## src/rtl/tssa_pkg.sv

```systemverilog
package tssa_pkg;

    // Configuration register width (capacity)
    localparam int CAP_W = 11;
    localparam logic [CAP_W-1:0] CAP_RESET = 11'd1024;

    // Opcodes
    localparam logic [2:0] OP_PUSH_L = 3'd0;
    localparam logic [2:0] OP_PUSH_R = 3'd1;
    localparam logic [2:0] OP_POP_L  = 3'd2;
    localparam logic [2:0] OP_POP_R  = 3'd3;
    localparam logic [2:0] OP_PEEK_L = 3'd4;
    localparam logic [2:0] OP_PEEK_R = 3'd5;

    // Result status codes
    localparam logic [1:0] ST_OK    = 2'd0;
    localparam logic [1:0] ST_OVER  = 2'd1;
    localparam logic [1:0] ST_UNDER = 2'd2;

    typedef struct packed {
        logic [2:0]  opcode;
        logic [31:0] push_value;
    } op_word_t;

    typedef struct packed {
        logic [31:0] result_value;
        logic [1:0]  status;
    } res_word_t;

    // Controller -> datapath
    typedef struct packed {
        logic accept;     // latch incoming word
        logic exec;       // evaluate op, update counts, access store
        logic finish;     // load result register
        logic cfg_write;  // capacity write handshake
    } dp_cmd_t;

    // Datapath -> controller
    typedef struct packed {
        logic out_free;   // result register can take a word this cycle
    } dp_stat_t;

endpackage

```

## src/rtl/tssa_ctrl.sv

```systemverilog
module tssa_ctrl
    import tssa_pkg::*;
(
    input  logic     clk,
    input  logic     rst_n,
    input  logic     op_valid,
    input  logic     cfg_valid,
    input  dp_stat_t stat,
    output logic     op_stall,
    output logic     cfg_ready,
    output dp_cmd_t  cmd
);

    localparam logic [1:0] S_IDLE = 2'd0;
    localparam logic [1:0] S_EXEC = 2'd1;
    localparam logic [1:0] S_FIN  = 2'd2;

    logic [1:0] state_reg;
    logic [1:0] state_next;

    always_comb
    begin
        state_next = state_reg;
        unique case (state_reg)
            S_IDLE:
            begin
                if (op_valid)
                begin
                    state_next = S_EXEC;
                end
            end
            S_EXEC:
            begin
                state_next = S_FIN;
            end
            S_FIN:
            begin
                if (stat.out_free)
                begin
                    state_next = S_IDLE;
                end
            end
            default:
            begin
                state_next = S_IDLE;
            end
        endcase
    end

    always_ff @(posedge clk or negedge rst_n)
    begin
        if (!rst_n)
        begin
            state_reg <= S_IDLE;
        end
        else
        begin
            state_reg <= state_next;
        end
    end

    assign op_stall      = (state_reg != S_IDLE);
    assign cfg_ready     = (state_reg == S_IDLE);
    assign cmd.accept    = op_valid && (state_reg == S_IDLE);
    assign cmd.exec      = (state_reg == S_EXEC);
    assign cmd.finish    = (state_reg == S_FIN) && stat.out_free;
    assign cmd.cfg_write = cfg_valid && (state_reg == S_IDLE);

endmodule

```

## config.mk

```make
export PLATFORM = sky130hd
export DESIGN_NAME = tssa_ctrl
export DESIGN_NICKNAME = d
export VERILOG_FILES = /design/src/rtl/tssa_pkg.sv /design/src/rtl/tssa_ctrl.sv
export SDC_FILE = /design/constraint.sdc
export NUM_CORES = 1
export LEC_CHECK = 0
export BUFFER_PORTS_ARGS = -buffer_cell sky130_fd_sc_hd__buf_2
export CAP_MARGIN = 20
export CORE_AREA = 5 5 42 44
export DETAILED_ROUTE_END_ITERATION = 16
export DIE_AREA = 0 0 47 49
export GPL_TIMING_DRIVEN = 0
export PLACE_DENSITY = 0.35
export SYNTH_ARGS = -nofsm -noshare
export SYNTH_HDL_FRONTEND = slang
export SYNTH_SLANG_ARGS = --single-unit
```

## constraint.sdc

```tcl
create_clock -name clk -period 1.13 [get_ports clk]
set_input_delay 0.0565 -clock clk [delete_from_list [all_inputs] [get_ports clk]]
set_output_delay 0.0565 -clock clk [all_outputs]
set_load 0.005 [all_outputs]
```

* Yosys cells after proc, flatten, opt, wreduce, memory -nomap -nowiden
Index checks and enable logic that the tools add are counted. Widths: inputs -> output; s select.
Operators by class: add/sub/neg operators 0, multiply operators 0, divide/modulo/power cells 0, order comparisons 0, equality and inequality tests 4, shift-type cells 0, multiplexer cells 3, bitwise gates (word level) 0, reduce and logical (&&, ||, !) cells 6
Operators with widths (count):
- $pmux 2 s3 | 1
- $mux 2 | 2
- $ne 2x2->1 const B | 2
- $logic_and 1x1->1 | 3
- $eq 2x1->1 const B | 1
- $eq 2x2->1 const B | 1
- $logic_not 2->1 | 1
- $reduce_and 2->1 | 1
- $reduce_bool 2->1 | 1
Storage, ports and cells: flip-flop bits (word level) 2, latch bits 0, bits in writable memories 0, bits in read-only memories 0, bits of input ports 5, output and inout bits 6, logic and storage cells 14, memories kept 0

* Depth between registers and ports, before layout
word-level depth 3, gate-level depth with buffers 2, mapped depth without buffers 2

* Worst setup path before layout
Ideal clock, no wire load.
path kind reg2reg, start reg state_reg[0], end reg state_reg[1], library setup time 0.124 ns, arrival 0.740 ns, required time 1.006 ns, setup slack 0.266 ns, stages on the path, launching flop included 3, path buffers 0, period minus slack after synthesis 0.864 ns, cell sequence dfrtp_1 -> nor2b_1 -> or2_1
RTL lines:
- start: declaration | RTL line tssa_ctrl.sv:18 | logic [1:0] state_reg;
- start signal: assignment | RTL line tssa_ctrl.sv:58 | state_reg <= state_next;

==> out/results.ini <==
[run_status]
outcome=completed

[route]
dr_total_vias=141
viasPerCell=3.279
drc=0
first_iter_violations=0
drtAntennaViolNets=0
wire_per_inst_um=9.372
drt_first_pass_iters=1
wl_um=403

[run]
cap_viol_max_count=0

[yosys]
synth_nets=16
syn_inst=11
synthesis.area_um2=108.9
synth_cell_types=8
yosysSeqAreaShare_pct=45.98
syn_area_per_cell_um2=9.896
ys_ff_latch=2
ys.warnings.count=0

[clock_network]
clock_latency_ns=0.22
path_clk_slew_ns=0.03
cts-root-buf=clkbuf_4
cts_buffers=3
cts_tree=yes
cts.path.max_buffers=2
htree_levels=1
clkSinkCount=2

[global_routing]
grt_pass1_vias=152
antenna_found_initial=0
grt_max_degree=6
grt_use_total_pct=4.648
grt_pass1_wl_um=614
grt-ovfl-total=0

[sta]
setup_viol=0
max_freq_ghz=0.9063
finClkSkew_ns=0.0004819
tightest_slew_ns=0.1642
finalCriticalPeriod_ns=1.103
slew_violations=0
holdWs_ns=0.06647
rsz0062_at_grt=true
tns_ns=0
final_hold_viol_count=0
fin_crit_sh_pct=97.64
slew_headroom_pct=89.03
setup_slack_ns=0.02664

[setup_path]
crit_arrival_ns=1.05
required_ns=1.07
startpoint_type=register
cp_max_fo=5
ff2ff_path_depth=2
endpoint_kind=output pin
critPathKind=register to output pin

[placement]
place_area_um2=178.9
port_buffers=10
gp_congestion=0.7551
dp_slack_ns=0.2140

[power_and_ir_drop]
vdd_drop_max_uv=560.3
total_power_uw=694.5
power_leakage_uw=0.0001363
p_per_area_nw_per_um2=2681

[floorplan]
die_area_um2=2303
io_pins=11
core_um2=1401
initial_utilization_pct=7.768
die_y_um=49
dieWidth_um=47
num_rows=14

[final_layout]
area_growth_pct=137.9
drive_gt1_share_pct=74.07
diodes=0
largest_reg_flops=2
nets=34
fin_area_um2=259.0

[hold_path]
hp-class=primary input to register
min_path_cells=2

where the power goes:
group	internal [uW]	leakage, uW	switching (uW)
combinational	264	0.0000969	135
clock	117	0.0000138	37.4
sequential	102	0.0000256	39.4
total	483	0.000136	211
path summary, 6_finish.rpt:
path,to,slack [ns],startpoint
setup / recovery,cmd[0],0.03,state_reg[1]$_DFFE_PN0P_
hold / removal,state_reg[0]$_DFFE_PN0P_,0.07,op_valid
setup reg to reg,state_reg[1]$_DFFE_PN0P_,0.22,state_reg[0]$_DFFE_PN0P_
hold reg to reg,state_reg[0]$_DFFE_PN0P_,0.66,state_reg[0]$_DFFE_PN0P_
max in group asynchronous,state_reg[0]$_DFFE_PN0P_,0.87,rst_n
min in group asynchronous,state_reg[1]$_DFFE_PN0P_,0.16,rst_n
area by class of cell:
type / instances / area, um^2
multi-input cells: 8 / 65.06
well taps: 16 / 20.02
inverters: 1 / 3.754
repair buffers: 13 / 97.59
clock buffers: 3 / 22.52
flip-flops and latches: 2 / 50.05
fillers: 166 / 1142
placed cells by master (no fill, tap or decap):
cell and instances:
and2_4 2, buf_4 1, and3b_2 1, nor2_4 1, buf_2 7, nor2b_1 1, or2_1 1, clkbuf_4 3
dfrtp_1 2, dlygate4sd3_1 1, buf_6 4, inv_2 1, and2_1 1, nor3b_1 1
cell families after synthesis:
group	share of synthesized area (%)
AND/OR/NAND/NOR	50.59
buffers and inverters	3.445
flip-flops	45.98
layer usage:
metal / routed length [um] / vias to the layer above / global-route usage, %
li1: - / 68 / -
met1: 201 / 62 / 5.055
met2: 123 / 11 / 3.620
met3: 78 / 0 / 5.535
met4: 0 / 0 / 5.530
met5: 0 / - / 0
worst max-delay path, stage by stage (launching register included):
cell	delay, ns
dfrtp_1	0.41
nor2_4	0.17
and2_4	0.16
buf_6	0.08
synth_stat cells, drive strengths merged:
library cell | n | area share (%)
nor2 | 1 | 5.8
dfrtp | 2 | 46
inv | 1 | 3.4
and2 | 3 | 17
and3b | 1 | 9.2
or2 | 1 | 5.8
nor3b | 1 | 6.9
nor2b | 1 | 5.8
repair_timing:
item | in CTS | in global routing
gates resized for setup | 1 | 7
setup endpoints to repair | 2 | 2
gates cloned | 0 | 0
hold buffers | 1 | 0
setup buffers | 0 | 2
endpoints found under the hold margin | 2 | 0
pin swaps | 0 | 3
stage by stage:
| step | util, % | std cells |
|---|---|---|
| final | 18.48 | 43 |
| after global placement | 12.77 | 37 |
| after detailed placement | 12.77 | 37 |
| after global routing | 18.48 | 43 |
| after floorplan | - | 11 |
| after CTS | 15.45 | 41 |
Note: power is estimated with default switching activity, not from simulation.
